File: src/rtl/csao_pkg.sv
// Shared types and constants for the cursor sprite overlay.
// Sprite geometry, register indexes, overlay modes and the configuration struct.
// No dependencies.
`timescale 1ns / 1ps

package csao_pkg;

	localparam int SPRITE_SIDE     = 64;
	localparam int SIDE_BITS       = $clog2(SPRITE_SIDE);
	localparam int ADDR_BITS       = 2 * SIDE_BITS;
	localparam int STORE_DEPTH     = SPRITE_SIDE * SPRITE_SIDE;
	localparam int MAX_FRAME_WIDTH = 16384;
	localparam int COL_BITS        = $clog2(MAX_FRAME_WIDTH);
	localparam int FW_BITS         = COL_BITS + 1;
	localparam int ROW_BITS        = 16;
	localparam int PIX_BITS        = 32;
	localparam int CFG_DATA_BITS   = 16;
	localparam int CFG_IDX_BITS    = 3;

	typedef enum logic [CFG_IDX_BITS-1:0] {
		REG_FRAME_WIDTH   = 3'd0,
		REG_CURSOR_LEFT   = 3'd1,
		REG_CURSOR_TOP    = 3'd2,
		REG_CURSOR_WIDTH  = 3'd3,
		REG_CURSOR_HEIGHT = 3'd4,
		REG_OVERLAY_MODE  = 3'd5,
		REG_TARGET_WIDTH  = 3'd6,
		REG_TARGET_HEIGHT = 3'd7
	} reg_idx_t;

	localparam logic [1:0] MODE_OFF         = 2'd0;
	localparam logic [1:0] MODE_ALWAYS      = 2'd1;
	localparam logic [1:0] MODE_HIDE_OUTSIDE = 2'd2;

	localparam logic CMD_LOAD  = 1'b0;
	localparam logic CMD_FRAME = 1'b1;

	typedef struct packed {
		logic [14:0]        frame_width;
		logic signed [15:0] cursor_left;
		logic signed [15:0] cursor_top;
		logic [6:0]         cursor_width;
		logic [6:0]         cursor_height;
		logic [1:0]         overlay_mode;
		logic [14:0]        target_width;
		logic [14:0]        target_height;
	} cfg_t;

endpackage

File: src/rtl/csao_pos.sv
// Raster position tracking and cursor hit test.
// Holds the column and row counters and forms the sprite read address.
// Depends on csao_pkg.
`timescale 1ns / 1ps

module csao_pos import csao_pkg::*; (
	input  logic                 clk,
	input  logic                 arst_n,
	input  cfg_t                 cfg,
	input  logic                 advance,
	input  logic                 frame_start,
	output logic                 hit,
	output logic [ADDR_BITS-1:0] rd_addr
);

	logic [COL_BITS-1:0] col_q;
	logic [ROW_BITS-1:0] row_q;
	logic [COL_BITS-1:0] col_eff;
	logic [ROW_BITS-1:0] row_eff;
	logic [FW_BITS-1:0]  fw_eff;
	logic [FW_BITS-1:0]  col_inc;
	logic signed [17:0]  dx;
	logic signed [17:0]  dy;
	logic [6:0]          cw;
	logic [6:0]          ch;
	logic                draw;

	localparam logic [6:0]         SIDE_W  = 7'(SPRITE_SIDE);
	localparam logic [FW_BITS-1:0] FW_MAX  = FW_BITS'(MAX_FRAME_WIDTH);
	localparam logic [ROW_BITS-1:0] ROW_MAX = '1;

	always_comb begin
		col_eff = frame_start ? '0 : col_q;
		row_eff = frame_start ? '0 : row_q;

		if (cfg.frame_width == '0) begin
			fw_eff = FW_BITS'(1);
		end else if (FW_BITS'(cfg.frame_width) > FW_MAX) begin
			fw_eff = FW_MAX;
		end else begin
			fw_eff = FW_BITS'(cfg.frame_width);
		end
		col_inc = FW_BITS'(col_eff) + FW_BITS'(1);

		cw = (cfg.cursor_width > SIDE_W) ? SIDE_W : cfg.cursor_width;
		ch = (cfg.cursor_height > SIDE_W) ? SIDE_W : cfg.cursor_height;

		draw = (cfg.overlay_mode == MODE_ALWAYS) ||
			((cfg.overlay_mode == MODE_HIDE_OUTSIDE) &&
			!cfg.cursor_left[15] && !cfg.cursor_top[15] &&
			(cfg.cursor_left[14:0] < cfg.target_width) &&
			(cfg.cursor_top[14:0] < cfg.target_height));

		dx = $signed(18'(col_eff)) - 18'(cfg.cursor_left);
		dy = $signed(18'(row_eff)) - 18'(cfg.cursor_top);

		hit = draw && !dx[17] && !dy[17] &&
			(dx[16:0] < 17'(cw)) && (dy[16:0] < 17'(ch));
		rd_addr = {dy[SIDE_BITS-1:0], dx[SIDE_BITS-1:0]};
	end

	// Wrap the column at the frame width, saturate the row.
	always_ff @(posedge clk or negedge arst_n) begin
		if (!arst_n) begin
			col_q <= '0;
			row_q <= '0;
		end else if (advance) begin
			if (col_inc >= fw_eff) begin
				col_q <= '0;
				row_q <= (row_eff == ROW_MAX) ? row_eff : row_eff + ROW_BITS'(1);
			end else begin
				col_q <= col_inc[COL_BITS-1:0];
				row_q <= row_eff;
			end
		end
	end

endmodule

File: config.mk
export PLATFORM = sky130hd
export DESIGN_NAME = csao_pos
export DESIGN_NICKNAME = d
export VERILOG_FILES = /design/src/rtl/csao_pkg.sv /design/src/rtl/csao_pos.sv
export SDC_FILE = /design/constraint.sdc
export NUM_CORES = 1
export LEC_CHECK = 0
export BUFFER_PORTS_ARGS = -buffer_cell sky130_fd_sc_hd__buf_2
export CORE_MARGIN = 8
export CORE_UTILIZATION = 51
export CTS_CLUSTER_DIAMETER = 40
export DETAILED_ROUTE_END_ITERATION = 6
export PLACE_DENSITY = 0.78
export SLEW_MARGIN = 30
export SYNTH_ARGS = -nofsm -noshare
export SYNTH_HDL_FRONTEND = slang
export SYNTH_SLANG_ARGS = --single-unit
File: constraint.sdc
create_clock -name clk -period 6.1 [get_ports clk]
set_input_delay 0.61 -clock clk [delete_from_list [all_inputs] [get_ports clk]]
set_output_delay 0.61 -clock clk [all_outputs]
set_load 0.005 [all_outputs]
# == After elaboration in Yosys (flattened, before gate mapping) ==
# Cells that the tools add are included.
# W data, S select, Z words.
# classes
reduce_logical,14
n_lt_le_gt_ge,8
muxes,9
addsub,4
eq_ne,3
# ops
operator,count
$mux W16,3
$lt A17 B7 Y1,2
$lt A15 B15 Y1,2
$mux W15,2
$mux W14,2
$sub A17 B16 Y18,1
$sub A15 B16 Y17,1
$add A16 B1 Y16 const B,1
$eq A16 B16 Y1 const B,1
$add A14 B1 Y15 const B,1
$ge A15 B15 Y1,1
$gt A15 B15 Y1 const B,1
$logic_not A15 Y1,1
$gt A7 B7 Y1 const B,2
$mux W7,2
$logic_and A1 B1 Y1,8
$logic_not A1 Y1,4
$eq A2 B1 Y1 const B,1
$eq A2 B2 Y1 const B,1
$logic_or A1 B1 Y1,1
# word_totals
word_cells,40
regBits,30
in_bits,97

# == Depth between registers and ports, before layout ==
# Gate-level depths: netlist of the first run.
# logic_depth
ltp_word,10
ltp_mapped,22

# == Least setup slack after synthesis of the first run ==
# No wires, ideal clock.
# synth_timing
path_kind,in2out
startpoint,input frame_start
endpoint,output hit
path_stages,22
setup_slack_ns,-0.001
path_buffers,4
required_time_ns,5.490
arrival_ns,5.491
path_cell_list,clkbuf_1 clkbuf_1 clkbuf_1 clkbuf_1 nand2b_1 ha_1 inv_1 ha_1 a21oi_1 a21boi_1 a311o_2 xor2_1 ha_1 a211oi_1 nand3_2 or4b_1 a2111oi_1 o211ai_1 a211o_1 a2111oi_0 nand4_1 nor4_2
# synth_between
elab_chain_len,7
word_cells_on_any_way,12
# synth_rtl
element,line_no,source
start: declaration,csao_pos.sv:11,"input logic frame_start,"
"parallel branches: the longest is 6 deep, another holds $sub A15 B16 Y17",n/a,
$logic_and A1 B1 Y1 *,csao_pos.sv:58,(dx[16:0] < 17'(cw)) && (dy[16:0] < 17'(ch));
end: declaration,csao_pos.sv:12,"output logic hit,"
# Mark *: on every way between the ends.

# == Worst setup path in the final report of the first run ==
# Ends and elaborated chain as after synthesis.

==> metrics.cfg, run 1 <==
[final_layout]
finalNetCount=962
drive_above_1_share=0.2018
fillers=896
areaGrowthSynthToFinish_pct=17.97
fin_cells=911
post-route-util=0.6105
final_cell_mix=109 x buf_2, 89 x nand2_1, 87 x ha_1, 72 x inv_1, 41 x nor2_1
antenna-diode-count=0
layout_commonest_cell=buf_2

[detailed_routing]
initialDrtViolationCount=295
wl_per_cell_um=16.16
routed_wl_um=14720
post-route-drc-count=0
vias=5209
ant_nets=0
drtPass1Iterations=4
vias_per_cell=5.718

[synth]
async_reset_ff_frac=1.000
synth_fp_nets=850
yosysSeqAreaShare=0.1512
synth_flop_cell=dfrtp_1
synth.cell_area_mm2=0.004965
ys_warn_count=0
synth_edf_count=0
ys_seq_elements=30
syn_inst=665
syn_avg_cell_area_um2=7.466
yosysUniqueCellTypes=71

[power_and_ir_drop]
power_density_mw_per_mm2=113.2
p_switching_uw=229.5
leakagePower_uw=0.003057
clkPwrFrac=0.308
irDropWorstVdd_mv=0.1025
power_frac_comb=0.381
total_power_uw=663.2
netSwitchingFraction=0.3460
p_int_uw=433.8
pwr-share-seq=0.311

[placed_design]
place_congestion=0.9479
io_buffers=109
place_ws_ns=-0.1110
placed_cells=902
hpwl_um=12530

[grt]
grt_pass1_wl_um=24300
grt_max_degree=31
grt_usage=0.2243
grt_pass1_vias=5340
antenna_found_initial=0
overflow=0

[sta]
hold_viol=0
period_needed_ns=5.822
fin_skew_ns=0.005877
timing.hold.ws_ns=0.3552
slew_violations=0
worst_slew_pin_slew_ns=0.7712
max_freq_ghz=0.1718
min_period_over_period=0.9544
fin_ws_ns=0.2779
setup_viol=0
max_slew_margin=0.4726

[worst_setup_path]
rrSetupSlack_ns=1.64
rr_endpoint=row_q[13]
ff2ff_path_depth=19
end_kind=output pin
critPathRequiredTime_ns=5.49
timing.rr.start=col_q[1]
worst-path-max-fanout=3
worst-setup-path-type=input port to output pin
startpoint_type=input port
cp.arrival_ns=5.21

[clock_tree]
cts_num_sinks=30
clockRootBuffer=clkbuf_8
cts_max_level=2
cts_buffers=5
cts_tree=built
clockBufferDepth=2
postCtsHoldBufs=0
clk_pin_slew_worst_paths_ns=0.07
clock_latency_ns=0.29

[run]
cap_violations=0

[floorplan]
std_cell_rows=36
die_w_um=114.7
die_h_um=114.7
initial_core_util=0.5175
dieArea_mm2=0.01315
ios=110
core_mm2=0.009594

[run_status]
run_status=finished, final reports clean

[worst_hold_path]
worst_hold_path_type=input port to async pin

-- power groups by stage --
stage	sequential, µW	clock, µW	combinational, µW
global route	206	217	284
CTS	206	207	248
finish	206	204	253
global placement	209	0	237
detailed placement	210	0	246
floorplan	208	0	150
-- worst max-delay path: stages --
cell and delay (ns):
buf_2 0.14, nand2b_4 0.16, ha_1 0.21, fa_2 0.36
or2_2 0.29, o211ai_1 0.24, a21oi_2 0.12, o21ai_2 0.18
xor2_1 0.17, ha_1 0.27, a222oi_1 0.24, o2111ai_1 0.16
or4b_4 0.57, a2111oi_4 0.20, o211ai_1 0.16, a211o_1 0.29
a2111oi_4 0.32, nand4_1 0.15, nor4_2 0.19, buf_2 0.16
-- per-stage QoR --
step                      cell area, µm²  TNS [ns]
final                               5857         0
after floorplan                     4966         0
after global placement              5680         0
after global routing                5857  -0.06886
after detailed placement            5680   -0.1110
after CTS                           5803         0
-- layer usage --
metal  up-vias  global-route usage  wire length (µm)
li1       2591                   -                 -
met1      2425              0.2795              6383
met2       169              0.3873              7023
met3        24             0.04061               947
met4         0             0.05590               368
met5         -                   0                 0
-- flip-flops by register name, indices dropped and copies added, names as in the netlist --
signal  cells
col_q      14
row_q      16
-- logic make-up (layout without fill, tap and decap cells) --
group	count (synthesis)	count (layout)	synth area share
AND/OR/NAND/NOR	258	258	0.2611
AO/OA/AOI/OAI	155	155	0.2145
flip-flops	30	30	0.1512
buffers and inverters	90	203	0.06955
adder cells (fa/ha/maj)	88	88	0.2233
multiplexers	8	8	0.01689
XOR/XNOR	36	36	0.06351
-- layout make-up --
class,instances,area (µm²),share of cell area
Inverter,77,289.0,0.04935
Clock inverter,3,40.04,0.006836
Multi-Input combinational cell,545,3929,0.6708
Sequential cell,30,750.7,0.1282
Tap cell,133,166.4,0.02841
Timing Repair Buffer,118,613.1,0.1047
Clock buffer,5,68.82,0.01175
-- cells in the mapped netlist (3+ instances only) --
| cell type | number | share of area |
|---|---|---|
| a2111oi_0 | 3 | 0.0053 |
| nand2_1 | 89 | 0.067 |
| nor3b_1 | 4 | 0.0060 |
| a31oi_1 | 6 | 0.0076 |
| o2111ai_1 | 4 | 0.0071 |
| a22oi_1 | 3 | 0.0045 |
| o21a_1 | 8 | 0.012 |
| o22ai_1 | 4 | 0.0050 |
| o21ai_1 | 7 | 0.0071 |
| o31ai_1 | 3 | 0.0045 |
| nor3_1 | 8 | 0.0081 |
| a211oi_1 | 9 | 0.014 |
| nor4_1 | 8 | 0.010 |
| nand3_1 | 25 | 0.025 |
| ha_1 | 87 | 0.22 |
| or2_2 | 3 | 0.0038 |
| inv_1 | 72 | 0.054 |
| mux2i_1 | 5 | 0.010 |
| o2bb2ai_1 | 12 | 0.021 |
| a21o_1 | 14 | 0.021 |
| xnor2_1 | 22 | 0.039 |
| nand2b_1 | 10 | 0.013 |
| xor2_1 | 14 | 0.025 |
| a21oi_1 | 38 | 0.038 |
| nor2b_1 | 29 | 0.037 |
| o211ai_1 | 6 | 0.0091 |
| o21ai_0 | 16 | 0.016 |
| clkbuf_1 | 12 | 0.0091 |
| and3_1 | 7 | 0.0088 |
| a22o_1 | 3 | 0.0053 |
| dfrtp_1 | 30 | 0.15 |
| inv_2 | 4 | 0.0030 |
| nand4_1 | 13 | 0.016 |
| or2b_1 | 3 | 0.0045 |
| nor2_1 | 42 | 0.032 |
-- worst max path at each step --
stage,startpoint,end,slack [ns]
6_report,frame_start,hit,0.28
3_3_place_gp,frame_start,hit,0.09
2_1_floorplan,frame_start,hit,0.08
5_1_grt,frame_start,hit,-0.07
4_1_cts,frame_start,hit,0.005
3_5_place_dp,frame_start,hit,-0.11
-- timing repair --
action,4_1_cts,5_1_grt
gates resized for setup,2,8
pin swaps,1,8
buffers inserted,1,0
endpoints found under the setup margin,1,1
Note: power is estimated with default switching activity, not from simulation.
==> run 2, diff against run 1 <==
--- a/config.mk
+++ b/config.mk
@@ -5,12 +5,15 @@
 export SDC_FILE = /design/constraint.sdc
 export NUM_CORES = 1
 export LEC_CHECK = 0
+export ABC_AREA = 1
 export BUFFER_PORTS_ARGS = -buffer_cell sky130_fd_sc_hd__buf_2
-export CORE_MARGIN = 8
-export CORE_UTILIZATION = 51
+export CELL_PAD_IN_SITES_DETAIL_PLACEMENT = 0
+export CELL_PAD_IN_SITES_GLOBAL_PLACEMENT = 1
+export CORE_MARGIN = 1
+export CORE_UTILIZATION = 35
 export CTS_CLUSTER_DIAMETER = 40
 export DETAILED_ROUTE_END_ITERATION = 6
-export PLACE_DENSITY = 0.78
+export PLACE_DENSITY = 0.77
 export SLEW_MARGIN = 30
 export SYNTH_ARGS = -nofsm -noshare
 export SYNTH_HDL_FRONTEND = slang
==> run 2 against run 1 <==
  * Core utilization is 19 points lower
  * Clock skew increased by 0.00053 ns
  * Area after synthesis rose by 12%
  * Worst hold slack improved by 0.014 ns
  * Combinational power grew 5%
  * Fmax is 29% higher
  * Die area up 25%
  * First-iteration DRC count fell by 18%
  * Non-clock buffer count down 8
==> metrics.cfg, run 2 <==
[run_status]
run_status=finished, final reports clean

[floorplan]
die_h_um=128.0
std_cell_rows=45
initial_core_util=0.3617
die_w_um=128.0
ios=110
core_mm2=0.01537
dieArea_mm2=0.01639

[synth]
synth_area_leaders=ha_1 20%, nand2_1 17%, dfrtp_1 14%
synth.cell_area_mm2=0.005559
ys_seq_elements=30
netlist_top_cells_count=248 x nand2_1, 167 x inv_1, 87 x ha_1, 87 x nor2_1, 55 x o21ai_0
synth_fp_nets=1107
synth_flop_cell=dfrtp_1
yosysMostFrequentCell=nand2_1
syn_inst=922
syn_avg_cell_area_um2=6.029
yosysTopAreaCellShare=0.1958
yosys.area.top_type=ha_1
yosysUniqueCellTypes=45
async_reset_ff_frac=1.000
synth_edf_count=0
ys_warn_count=0
yosysSeqAreaShare=0.1350

[detailed_routing]
post-route-drc-count=0
vias_per_cell=4.689
routed_wl_um=15440
initialDrtViolationCount=243
wl_per_cell_um=12.50
ant_nets=0
vias=5796
drtPass1Iterations=7

[clock_tree]
clock_latency_ns=0.28
cts_resized=0
clockRootBuffer=clkbuf_16
cts_max_level=2
postCtsHoldBufs=0
clk_pin_slew_worst_paths_ns=0.05
clockBufferDepth=2
cts_tree=built
cts_setup_buffers=0
cts_num_sinks=30
cts_buffers=5

[worst_setup_path]
worst-path-max-fanout=25
path_cells=buf_2 -> nor2_1 -> inv_1 -> ha_1 -> fa_1 -> nor2_1 -> nand3_1 -> nand2_1 -> nand2_1 -> nand2_1 -> xor2_1 -> ha_1 -> or2_2 -> a221oi_1 -> nand3_1 -> nor3_1 -> nand3_1 -> nor2_1 -> nand3_1 -> nor2_1 -> buf_2
timing.rr.start=col_q[0]
critPathTopFamily=simple AND/OR/NAND/NOR gates
rrSetupSlack_ns=2.20
worst-setup-path-type=input port to output pin
critical_path.max_stage_delay_ns=0.41
startpoint_type=input port
cp.arrival_ns=3.92
end_kind=output pin
critPathSlowestCell=fa_1
rr_endpoint=col_q[2]
critPathRequiredTime_ns=5.49
cp.buffers_inverters=3
ff2ff_path_depth=21

[run]
cap_violations=0

[power_and_ir_drop]
power_density_mw_per_mm2=109.5
power_frac_comb=0.376
p_int_uw=457.5
netSwitchingFraction=0.3504
pwr-share-seq=0.291
clkPwrFrac=0.332
irDropWorstVdd_mv=0.1073
p_switching_uw=246.8
leakagePower_uw=0.003789

[sta]
max_freq_ghz=0.2208
period_needed_ns=4.530
setup_viol=0
rsz0062_at_grt=no
tns_ns=0
slew_violations=0
worst_slew_pin_slew_ns=0.7123
hold_viol=0
fin_skew_ns=0.006404
max_slew_margin=0.5251
min_period_over_period=0.7426

[final_layout]
layout_commonest_cell=nand2_1
areaGrowthSynthToFinish_pct=15.67
postLayoutCellArea_mm2=0.006430
finalNetCount=1210
largest-register=row_q
largest_reg_flops=16
drive_above_1_share=0.1317
fin_cells=1236
antenna-diode-count=0
reg_top3=row_q (16), col_q (14)
final_cell_mix=248 x nand2_1, 167 x inv_1, 109 x buf_2, 87 x nor2_1, 87 x ha_1

[grt]
overflow=0
grt_pass1_wl_um=25090
grt_max_degree=32
antenna_found_initial=0
grt_pass1_vias=5139
grt_usage=0.1915

[placed_design]
io_buffers=109
post_dp_cell_area_mm2=0.006297
placed_cells=1229
hpwl_um=13260
place_congestion=0.8578

[worst_hold_path]
worst_hold_path_type=input port to async pin

==> run 2: cell count changes after synthesis, sizes merged, moves of 27 or more <==
| cell | change |
|---|---|
| inv | +95 |
| nand2 | +160 |
| nand3 | +27 |
| nor2 | +48 |
| nor2b | -29 |
| o21ai | +34 |
==> run 2: layer usage <==
metal	track usage	vias to the layer above	part of all wire
li1	-	3191	-
met1	0.2688	2482	0.52
met2	0.3171	112	0.44
met3	0.02504	11	0.032
met4	0.02837	0	0.011
met5	0	-	0
==> run 2: final cells by class <==
class                      count  area (µm²)
clock buffer                   7       132.6
fill                        1709        8941
inverter                     172       650.6
multi-input combinational    706        4079
sequential                    30       750.7
tap                          211       264.0
timing repair buffer         110       553.0
==> run 2: cells by family after synthesis <==
family / synth area share
simple gates: 0.3383
buf+inv: 0.1312
compound gates: 0.1393
fa+ha+maj: 0.1994
xor+xnor: 0.05672
flops: 0.1350
==> run 2: through the flow <==
| step | total power [µW] | hold slack, ns | worst slack, ns | util |
|---|---|---|---|---|
| floorplan | 377.8 | 0.3144 | 1.846 | - |
| global placement | 473.4 | 0.4631 | 1.590 | 0.4097 |
| detailed placement | 473.3 | 0.4693 | 1.510 | 0.4097 |
| CTS | 711.6 | 0.4153 | 1.513 | 0.4183 |
| global route | 759.0 | 0.4540 | 1.205 | 0.4183 |
| finish | 704.3 | 0.3697 | 1.570 | 0.4183 |
==> run 2: worst max-delay path by stage <==
stage / start / to / cells after the start
2_1_floorplan: frame_start / hit / 22
3_3_place_gp: frame_start / hit / 21
3_5_place_dp: frame_start / hit / 21
4_1_cts: frame_start / hit / 21
5_1_grt: frame_start / hit / 21
6_report: frame_start / hit / 21
==> run 2: power groups by stage <==
stage	Clock [µW]	Combinational, µW	Sequential (µW)
floorplan	0	170	208
global placement	0	265	208
detailed placement	0	265	208
CTS	239	267	205
global route	249	305	205
finish	234	265	205
