### src/rtl/csao_pkg.sv
// Shared types and constants for the cursor sprite overlay.
// Sprite geometry, register indexes, overlay modes and the configuration struct.
// No dependencies.
`timescale 1ns / 1ps

package csao_pkg;

	localparam int SPRITE_SIDE     = 64;
	localparam int SIDE_BITS       = $clog2(SPRITE_SIDE);
	localparam int ADDR_BITS       = 2 * SIDE_BITS;
	localparam int STORE_DEPTH     = SPRITE_SIDE * SPRITE_SIDE;
	localparam int MAX_FRAME_WIDTH = 16384;
	localparam int COL_BITS        = $clog2(MAX_FRAME_WIDTH);
	localparam int FW_BITS         = COL_BITS + 1;
	localparam int ROW_BITS        = 16;
	localparam int PIX_BITS        = 32;
	localparam int CFG_DATA_BITS   = 16;
	localparam int CFG_IDX_BITS    = 3;

	typedef enum logic [CFG_IDX_BITS-1:0] {
		REG_FRAME_WIDTH   = 3'd0,
		REG_CURSOR_LEFT   = 3'd1,
		REG_CURSOR_TOP    = 3'd2,
		REG_CURSOR_WIDTH  = 3'd3,
		REG_CURSOR_HEIGHT = 3'd4,
		REG_OVERLAY_MODE  = 3'd5,
		REG_TARGET_WIDTH  = 3'd6,
		REG_TARGET_HEIGHT = 3'd7
	} reg_idx_t;

	localparam logic [1:0] MODE_OFF         = 2'd0;
	localparam logic [1:0] MODE_ALWAYS      = 2'd1;
	localparam logic [1:0] MODE_HIDE_OUTSIDE = 2'd2;

	localparam logic CMD_LOAD  = 1'b0;
	localparam logic CMD_FRAME = 1'b1;

	typedef struct packed {
		logic [14:0]        frame_width;
		logic signed [15:0] cursor_left;
		logic signed [15:0] cursor_top;
		logic [6:0]         cursor_width;
		logic [6:0]         cursor_height;
		logic [1:0]         overlay_mode;
		logic [14:0]        target_width;
		logic [14:0]        target_height;
	} cfg_t;

endpackage

### src/rtl/csao_blend.sv
// Per-channel alpha blend of sprite over frame pixel (frame passes when disabled).
// floor((c*a + f*(255-a))/255) on blue, green and red; alpha forced to 255.
// Depends on csao_pkg.
`timescale 1ns / 1ps

module csao_blend import csao_pkg::*; (
	input  logic                enable,
	input  logic [PIX_BITS-1:0] sprite,
	input  logic [PIX_BITS-1:0] frame,
	output logic [PIX_BITS-1:0] result
);

	logic [7:0]  alpha;
	logic [7:0]  inv_alpha;
	logic [15:0] mix [3];
	logic [16:0] sum [3];
	logic [PIX_BITS-1:0] blended;

	always_comb begin
		alpha     = sprite[31:24];
		inv_alpha = 8'hFF - alpha;
		blended   = {8'hFF, 24'h0};
		for (int ch = 0; ch < 3; ch++) begin
			mix[ch] = 16'(sprite[ch*8 +: 8] * alpha) + 16'(frame[ch*8 +: 8] * inv_alpha);
			// exact floor divide by 255 for every sum that can occur here (at most 255*255)
			sum[ch] = 17'(mix[ch]) + 17'(mix[ch][15:8]) + 17'd1;
			blended[ch*8 +: 8] = sum[ch][15:8];
		end
		result = enable ? blended : frame;
	end

endmodule

### config.mk
export PLATFORM = sky130hd
export DESIGN_NAME = csao_blend
export DESIGN_NICKNAME = d
export VERILOG_FILES = /design/src/rtl/csao_pkg.sv /design/src/rtl/csao_blend.sv
export SDC_FILE = /design/constraint.sdc
export NUM_CORES = 1
export LEC_CHECK = 0
export BUFFER_PORTS_ARGS = -buffer_cell sky130_fd_sc_hd__buf_2
export CAP_MARGIN = 10
export CORE_UTILIZATION = 50
export DETAILED_ROUTE_END_ITERATION = 12
export MAX_ROUTING_LAYER = met4
export PLACE_DENSITY = 0.66
export RECOVER_POWER = 25
export SLEW_MARGIN = 20
export SYNTH_ARGS = -nofsm -noshare
export SYNTH_HDL_FRONTEND = slang
export SYNTH_SLANG_ARGS = --single-unit
### constraint.sdc
create_clock -name vclk -period 8.82
set_clock_uncertainty 0.05 [all_clocks]
set_input_delay 0.441 -clock vclk [all_inputs]
set_output_delay 0.441 -clock vclk [all_outputs]
set_load 0.02 [all_outputs]
# Word level (Yosys, flattened, before mapping)
# Index checks and enable logic that the tools add are counted.
[classes]
mux = 1
multipliers = 6
add_sub_neg = 10
[op_table]
columns = ["operator", "count"]
rows = [
  ["$mul 8x8->16", 6],
  ["$add 16x1->16 const B", 3],
  ["$add 16x16->16", 3],
  ["$add 16x8->16", 3],
  ["$mux 32", 1],
  ["$sub 8x8->8 const A", 1],
]
[word_totals]
word_cells = 17
input_bits = 65
register_bits = 0
output_inout_bits = 32

# Depth between registers and ports, before layout
# Gate-level depths: netlist of run 1.
[logic_depth]
word_depth = 6
depth_mapped = 30
ltp_nobuf = 28

# Worst setup path before layout of run 1
# OpenSTA, ideal clock, no wires.
[synth_path]
path_type = "input -> output"
startpoint = "input sprite[25]"
endpoint = "output result[20]"
setup_slack_ns = 0.814
stages = 26
t_arrival_ns = 7.515
path_cell_list = "clkbuf_1 -> clkbuf_1 -> nand2_1 -> fa_1 -> fa_1 -> inv_1 -> fa_1 -> fa_1 -> fa_1 -> inv_1 -> fa_1 -> inv_1 -> ha_1 -> a21o_1 -> a21oi_1 -> nand2_1 -> o311ai_1 -> ha_1 -> a21o_1 -> a21o_1 -> a21oi_1 -> o21ai_1 -> maj3_1 -> a31oi_2 -> nor3_1 -> o31ai_1"
[synth_between]
elab_chain_len = 6
word_cells_on_any_way = 7
classes_between = "4 x add/sub; 2 x mul; 1 x mux"
[synth_lines]
columns = ["item", "line_no", "text"]
rows = [
  ["start, declared", "csao_blend.sv:8", "input logic [PIX_BITS-1:0] sprite,"],
  ["$sub 8x8->8", "csao_blend.sv:21", "inv_alpha = 8'hFF - alpha;"],
  ["$mul 8x8->16", "csao_blend.sv:24", "mix[ch] = 16'(sprite[ch*8 +: 8] * alpha) + 16'(frame[ch*8 +: 8] * inv_alpha);"],
  ["$add 16x16->16 *", "csao_blend.sv:24", ""],
  ["$add 16x8->16 *", "csao_blend.sv:26", "sum[ch] = 17'(mix[ch]) + 17'(mix[ch][15:8]) + 17'd1;"],
  ["$add 16x1->16 *", "csao_blend.sv:26", ""],
  ["$mux 32 *", "csao_blend.sv:29", "result = enable ? blended : frame;"],
  ["end, declared", "csao_blend.sv:10", "output logic [PIX_BITS-1:0] result"],
]
# Every way passes the cells marked *; elsewhere a longest branch is shown, timed or not.

# Worst setup path in the final report of run 1
[layout_path]
startpoint = "input sprite[29]"
endpoint = "output result[13]"
# Same word-level chain as after synthesis.

==> out/summary.log, run 1 <==
qor: worst_setup_path.critical_path_fanouts_max 29
qor: floorplan.initial_core_util 0.5130
qor: cells_and_area.number_of_sequential_cells_in_the_layout 0
qor: cells_and_area.flow.area_growth_from_synthesis 6.592%
qor: timing.setup-violations-final 0
qor: grt.globalRoute.busiestLayer met2
qor: grt.antenna_found_initial 1
qor: flow_run.timing.max_cap.violations 1
qor: grt.grt.met2_usage 0.4215
qor: grt.grt_util_all_layers 0.2467
qor: worst_setup_path.timing.critical_path.slowest_stage_cell sky130_fd_sc_hd__fa_1
qor: detailed_routing.route.detailed.drc 0
qor: detailed_routing.route.detailed.wl_per_inst 15.80 µm
qor: clock_tree.cts.repair.resized 0
qor: timing.worstMarginPinSlew 2.250 ns
qor: detailed_routing.detail-route-antenna-nets 0
qor: placement.place.gp.congestion 0.8891
qor: synthesis.post_synth.cell_area_avg 8.645 µm²
qor: detailed_routing.detailroute.via_count 11290
qor: timing.hold_viol_final 0
qor: synthesis.post_synth_inst_count 1717
qor: synthesis.synth_seq_area_share 0
qor: placement.portBuffers 97
qor: worst_setup_path.max_stage_delay 0.52 ns
qor: detailed_routing.first_iter_violations 520
qor: cells_and_area.multiInputGateArea 13080 µm²
qor: placement.dp_hpwl 28260 µm
qor: grt.use_met1 0.3319
qor: worst_setup_path.endpoint_kind primary output
qor: synthesis.post_synth_instance_area 14840 µm²
qor: grt.grt_max_degree 47
qor: cells_and_area.layout.core_utilization 0.5468
qor: worst_setup_path.timing.critical_path.mode_cell sky130_fd_sc_hd__fa_1
qor: detailed_routing.post_drt_via_cell_ratio 5.198
qor: timing.setup_tns_after_final_layout 0 ns
qor: clock_tree.post_cts.repair.setup_buffers 0
qor: run_status.run_status finished, violations left
qor: grt.grt_pass1_vias 11910
qor: timing.final_period_minus_worst_setup_slack 8.369 ns
qor: timing.rsz0062_at_grt false
qor: floorplan.design.die.area 30380 µm²
qor: worst_setup_path.critPathLaunchType input port
qor: timing.slew_headroom -0.4999
qor: grt.grt_first_pass_wirelength 59100 µm
qor: cells_and_area.nClkBuffers 0
qor: floorplan.core-area 28940 µm²
qor: grt.grt_util_met3 0.01400
qor: timing.fmax 119.5 MHz
qor: detailed_routing.drt_pre_antenna_iters 5
qor: detailed_routing.wirelength_routed 34320 µm
qor: floorplan.floorplan.die.width 174.3 µm
qor: run_status.violations max-capacitance violations, max-slew violations
qor: timing.period_share 0.9489
qor: worst_setup_path.cp_data_required_time 8.33 ns
qor: worst_setup_path.timing.setup.critical_path_class in -> out
qor: cells_and_area.drive_gt1_frac 0.07834
qor: floorplan.floorplan.rows 62
qor: min_path.min-delay-path-class in -> out
qor: worst_setup_path.critPathArrivalTime 7.88 ns
qor: clock_tree.postCtsHoldBufs 0
qor: floorplan.pin_count 97
qor: grt.grt.overflow.total 0
qor: cells_and_area.area.sequential 0 µm²
qor: synthesis.synth_cell_type_count 70
qor: synthesis.yosys_warnings 0
qor: timing.timing.final.max_slew_violations 47
qor: cells_and_area.fillerInstances 2686
qor: cells_and_area.finalNetCount 2346
qor: floorplan.dieHeight 174.3 µm
==> cell usage in the layout, fill, tap and decap left out, drive strengths merged, types with 16 or more instances in the layout <==
| cell type | n |
|---|---|
| nand2 | 97 |
| fa | 288 |
| nor2b | 118 |
| nand2b | 79 |
| ha | 204 |
| a21oi | 42 |
| nor2 | 41 |
| a21o | 20 |
| buf | 108 |
| xnor2 | 55 |
| nor3 | 16 |
| inv | 426 |
| and2 | 116 |
| o21ai | 27 |
==> worst max-delay path: cells and delay by family <==
| kind | cells | cell delay [ns] |
|---|---|---|
| AO/OA/AOI/OAI | 7 | 1.68 |
| XOR/XNOR | 2 | 0.45 |
| adder cells (fa/ha/maj) | 8 | 3.61 |
| buffers and inverters | 7 | 0.96 |
| AND/OR/NAND/NOR | 6 | 0.71 |
==> synthesized netlist by cell type (all sizes together) (6+ instances only) <==
cell,number,share of area
a21oi,42,0.014
nand3,6,0.0020
a211oi,9,0.0046
nor2b,118,0.050
xor2,14,0.0095
and2,116,0.049
a21o,20,0.010
xnor2,55,0.032
ha,204,0.17
o21ai,27,0.0096
a31oi,8,0.0048
nor3,16,0.0054
nand2,97,0.025
nor2,41,0.010
inv,426,0.11
fa,288,0.39
or2,10,0.0042
nand4,6,0.0025
o21a,6,0.0030
mux2,7,0.0053
clkbuf,47,0.012
nand2b,79,0.033
==> metal layers <==
layer  part of all wire  up-vias
met5                  0        -
met4              0.013        0
met3              0.037       26
met2               0.49      244
met1               0.46     5675
li1                   -     5346
==> area by class of cell <==
class,count,share of cell area
antenna,1,0.0001582
inverter,426,0.1011
multi-input combinational,1242,0.8267
tap,384,0.03037
timing repair buffer,119,0.04175
==> final timing paths <==
kind                       start    endpoint  slack [ns]  depth (start not counted)
worst max-delay path  sprite[29]  result[13]        0.45                         30
worst min-delay path   frame[25]  result[25]        1.13                          3
==> kinds of logic after synthesis <==
family,after synthesis,synth area share
AND/OR/NAND/NOR,510,0.1913
XOR/XNOR,72,0.04661
adder cells (fa/ha/maj),493,0.5610
buffers and inverters,477,0.1206
other,1,0.0002526
AO/OA/AOI/OAI,155,0.07358
multiplexers,9,0.006658
==> per-stage QoR <==
step                      setup slack (ns)  hold WS [ns]  instance area, µm²  instances
after floorplan                     0.8140        0.9721               14850       1719
after global placement              0.3456         1.129               15800       2171
after detailed placement            0.2925         1.130               15800       2171
after CTS                           0.2578         1.130               15800       2171
after global routing               0.04788         1.140               15820       2172
final                               0.4508         1.128               15820       2172
Power of run 1 is not shown: default switching activity piles up to over one toggle a cycle in this logic, so the estimate is an artifact.
==> run 2: changes to the inputs <==
Settings changed: RECOVER_POWER 25 to default.
==> run 2 against run 1 <==
The flow now finishes without violations. Cell count unchanged. Final area hardly changed. Largest cell class unchanged. Non-clock buffer count unchanged. Flip-flop and latch count stayed put. Core utilization hardly changed. Highest routed layer unchanged. Die area unchanged. Sequential share of layout area unchanged. Routed wire length barely moved.
==> out/summary.log, run 2 (synthesis gave the netlist of run 1 again) <==
qor: floorplan.pin_count 97
qor: placement.dpl_worst_slack 0.2925 ns
qor: timing.setup-violations-final 0
qor: grt.grt_util_all_layers 0.2467
qor: timing.setup_tns_after_final_layout 0 ns
qor: cells_and_area.number_of_sequential_cells_in_the_layout 0
qor: timing.timing.final.max_slew_violations 0
qor: detailed_routing.first_iter_violations 524
qor: grt.grt_max_degree 47
qor: timing.period_share 0.9486
qor: min_path.min_path_cells 3
qor: worst_setup_path.timing.critical_path.mode_cell sky130_fd_sc_hd__fa_1
qor: worst_setup_path.critPathArrivalTime 7.88 ns
qor: cells_and_area.mostFrequentLayoutCells sky130_fd_sc_hd__inv_1 (426), sky130_fd_sc_hd__fa_1 (288), sky130_fd_sc_hd__ha_1 (204)
qor: flow_run.timing.max_cap.violations 0
qor: timing.final_period_minus_worst_setup_slack 8.367 ns
qor: cells_and_area.drive_gt1_frac 0.08282
qor: cells_and_area.most_common_library_cell_in_the_layout_ignoring_fill_and_taps sky130_fd_sc_hd__inv_1
qor: detailed_routing.route.detailed.drc 0
qor: worst_setup_path.critPathLaunchType input port
qor: clock_tree.post_cts.repair.setup_buffers 0
qor: cells_and_area.layout.core_utilization 0.5473
qor: worst_setup_path.critical_path_fanouts_max 32
qor: worst_setup_path.timing.critical_path.slowest_stage_cell sky130_fd_sc_hd__fa_1
qor: min_path.min-delay-path-class in -> out
qor: detailed_routing.drt_pre_antenna_iters 5
qor: timing.worstMarginPinSlew 0.8002 ns
qor: timing.hold_viol_final 0
qor: detailed_routing.detail-route-antenna-nets 0
qor: worst_setup_path.timing.setup.critical_path_class in -> out
qor: cells_and_area.area.sequential 0 µm²
qor: cells_and_area.finalNetCount 2346
qor: floorplan.dieHeight 174.3 µm
qor: grt.grt.overflow.total 0
qor: detailed_routing.route.detailed.wl_per_inst 15.79 µm
qor: detailed_routing.wirelength_routed 34300 µm
qor: placement.place.gp.congestion 0.8891
qor: cells_and_area.flow.area_growth_from_synthesis 6.676%
qor: run_status.run_status complete, no violations
qor: timing.fmax 119.5 MHz
qor: grt.antenna_found_initial 1
qor: timing.rsz0062_at_grt false
qor: timing.slew_headroom 0.4627
qor: placement.dpl-instance-area 15800 µm²
qor: timing.setup_ws 0.4529 ns
qor: detailed_routing.detailroute.via_count 11310
qor: cells_and_area.stdcell_area 15840 µm²
qor: cells_and_area.nClkBuffers 0
qor: placement.portBuffers 97
qor: min_path.hold_path_end result[25]
qor: placement.dp_hpwl 28260 µm
qor: floorplan.floorplan.rows 62
qor: floorplan.floorplan.die.width 174.3 µm
qor: detailed_routing.post_drt_via_cell_ratio 5.206
qor: floorplan.core-area 28940 µm²
qor: worst_setup_path.cp_data_required_time 8.33 ns
qor: worst_setup_path.max_stage_delay 0.56 ns
qor: floorplan.design.die.area 30380 µm²
qor: floorplan.initial_core_util 0.5130
qor: worst_setup_path.endpoint_kind primary output
qor: min_path.worstHoldStart frame[25]
qor: cells_and_area.fillerInstances 2684
qor: grt.grt_first_pass_wirelength 59100 µm
qor: grt.grt_pass1_vias 11910
-- run 2: changes by cell type in the layout (fill, tap and decap cells not counted), sizes merged --
cell	delta
buf	+8
clkbuf	-8
-- run 2: per-stage QoR --
stage,cells,hold slack [ns]
after floorplan,1719,0.9721
after detailed placement,2171,1.130
after global placement,2171,1.129
after CTS,2171,1.130
after global routing,2172,1.140
final,2172,1.128
-- run 2: worst max-delay path: cells and delay by family --
family	cells	cell delay, ns
and+or+nand+nor	2	0.41
muxes	1	0.27
xor gates and xnor gates	1	0.09
buffers and inverters	6	0.88
AOI/OAI and AO/OA	9	2.32
adders and majority gates	8	3.42
-- run 2: area by class of cell --
| cell class | instances | area [µm²] | area share |
|---|---|---|---|
| tap | 384 | 480.5 | 0.03034 |
| timing repair buffer | 119 | 673.1 | 0.04251 |
| multi-input combinational | 1242 | 13080 | 0.8260 |
| inverter | 426 | 1599 | 0.1010 |
| antenna | 1 | 2.502 | 0.0001580 |
-- run 2: what timing repair did --
action	CTS	global route
hold buffers	0	0
resized for setup	0	8
setup endpoints to repair	0	13
-- run 2: worst max path at each step --
stage | start | depth (start not counted) | to
floorplan | sprite[25] | 26 | result[20]
global placement | sprite[29] | 30 | result[15]
detailed placement | sprite[29] | 30 | result[13]
CTS | sprite[25] | 26 | result[2]
global route | sprite[26] | 27 | result[22]
finish | sprite[28] | 27 | result[2]
-- run 2: metal layers --
layer | vias up | track usage | part of all wire
met5 | - | - | 0
met4 | 0 | 0.03107 | 0.014
met3 | 32 | 0.01400 | 0.039
met2 | 259 | 0.4215 | 0.49
met1 | 5668 | 0.3319 | 0.45
li1 | 5348 | - | -
Power of run 2 is left out for the same reason.
==> run 3: changes to the inputs <==
Clock period 8.82 ns to 10.44 ns, I/O delays scaled along.
==> run 3 against run 2 <==
Routed wire length grew 0.68%. Critical path depth grew 1. Highest routed layer unchanged. Core utilization shrank 0.62 points. Worst hold slack gained 0.17 ns. Via count is essentially flat. Final area shrank 1.1%. Critical endpoint is now result[11].
==> out/summary.log, run 3 (synthesis gave the netlist of run 1 again) <==
qor: timing.worstMarginPinSlew 1.019 ns
qor: grt.grt_max_degree 49
qor: placement.dpl_worst_slack 1.573 ns
qor: cells_and_area.flow.area_growth_from_synthesis 5.471%
qor: grt.antenna_found_initial 1
qor: placement.place.gp.congestion 0.9005
qor: cells_and_area.nClkBuffers 0
qor: floorplan.initial_core_util 0.5130
qor: clock_tree.postCtsHoldBufs 0
qor: clock_tree.post_cts.repair.setup_buffers 0
qor: placement.dp_cells 2153
qor: floorplan.pin_count 97
qor: worst_setup_path.critical_path_buf_inv_count 5
qor: timing.timing.final.max_slew_violations 0
qor: timing.slew_headroom 0.3205
qor: worst_setup_path.critPathArrivalTime 8.36 ns
qor: run_status.run_status complete, no violations
qor: cells_and_area.antenna_cells_inserted 0
qor: worst_setup_path.critical_path_fanouts_max 48
qor: worst_setup_path.timing.critical_path.mode_cell sky130_fd_sc_hd__fa_1
qor: floorplan.design.die.area 30380 µm²
qor: detailed_routing.route.detailed.wl_per_inst 16.04 µm
qor: cells_and_area.area.sequential 0 µm²
qor: grt.grt_util_all_layers 0.2475
qor: grt.grt_pass1_vias 11900
qor: placement.portBuffers 97
qor: worst_setup_path.critPathLaunchType input port
qor: detailed_routing.route.detailed.drc 0
qor: worst_setup_path.max_stage_delay 0.74 ns
qor: worst_setup_path.cp_data_required_time 9.87 ns
qor: floorplan.core-area 28940 µm²
qor: detailed_routing.detailroute.via_count 11300
qor: floorplan.floorplan.die.width 174.3 µm
qor: detailed_routing.post_drt_via_cell_ratio 5.248
qor: cells_and_area.mostFrequentLayoutCells sky130_fd_sc_hd__inv_1 (426), sky130_fd_sc_hd__fa_1 (288), sky130_fd_sc_hd__ha_1 (204)
qor: timing.final_period_minus_worst_setup_slack 8.937 ns
qor: flow_run.timing.max_cap.violations 0
qor: cells_and_area.layout.core_utilization 0.5411
qor: min_path.min-delay-path-class in -> out
qor: worst_setup_path.timing.setup.critical_path_class in -> out
qor: timing.hold_viol_final 0
qor: grt.grt.overflow.total 0
qor: detailed_routing.drt_pre_antenna_iters 5
qor: cells_and_area.number_of_sequential_cells_in_the_layout 0
qor: floorplan.dieHeight 174.3 µm
qor: detailed_routing.wirelength_routed 34540 µm
qor: worst_setup_path.endpoint_kind primary output
qor: grt.grt_first_pass_wirelength 59150 µm
qor: detailed_routing.first_iter_violations 481
qor: timing.rsz0062_at_grt false
qor: worst_setup_path.timing.critical_path.slowest_stage_cell sky130_fd_sc_hd__buf_2
qor: floorplan.floorplan.rows 62
qor: timing.setup_ws 1.503 ns
qor: timing.period_share 0.8560
qor: timing.fmax 111.9 MHz
qor: timing.setup_tns_after_final_layout 0 ns
qor: cells_and_area.most_common_library_cell_in_the_layout_ignoring_fill_and_taps sky130_fd_sc_hd__inv_1
qor: worst_setup_path.critPathTopFamily adder cells
qor: placement.dp_hpwl 27380 µm
qor: timing.setup-violations-final 0
qor: cells_and_area.drive_gt1_frac 0.07179
qor: cells_and_area.final_std_cells_w_o_fill 2153
qor: clock_tree.cts.repair.resized 0
qor: detailed_routing.detail-route-antenna-nets 0
qor: cells_and_area.finalNetCount 2328
==> run 3: layout make-up <==
type | count | area [µm²]
inverter | 426 | 1599
timing repair buffer | 101 | 515.5
tap | 384 | 480.5
multi-input combinational | 1242 | 13060
fill | 2754 | 13280
==> run 3: final timing paths <==
kind	startpoint	endpoint	slack, ns	cells after the start
min	frame[31]	result[31]	1.30	3
max	sprite[26]	result[11]	1.50	28
==> run 3: per-layer routing <==
layer / wire (µm) / track usage / share of wire / vias to the layer above
li1: - / - / - / 5307
met1: 15160 / 0.3190 / 0.44 / 5667
met2: 16940 / 0.4253 / 0.49 / 273
met3: 1487 / 0.01750 / 0.043 / 52
met4: 949 / 0.05556 / 0.027 / 0
met5: 0 / - / 0 / -
==> run 3: metrics by stage <==
step	hold WS [ns]	cell area (µm²)
2_1_floorplan	1.134	14850
3_3_place_gp	1.292	15660
3_5_place_dp	1.297	15660
4_1_cts	1.298	15660
5_1_grt	1.306	15660
6_report	1.295	15660
Power of run 3 is left out for the same reason.
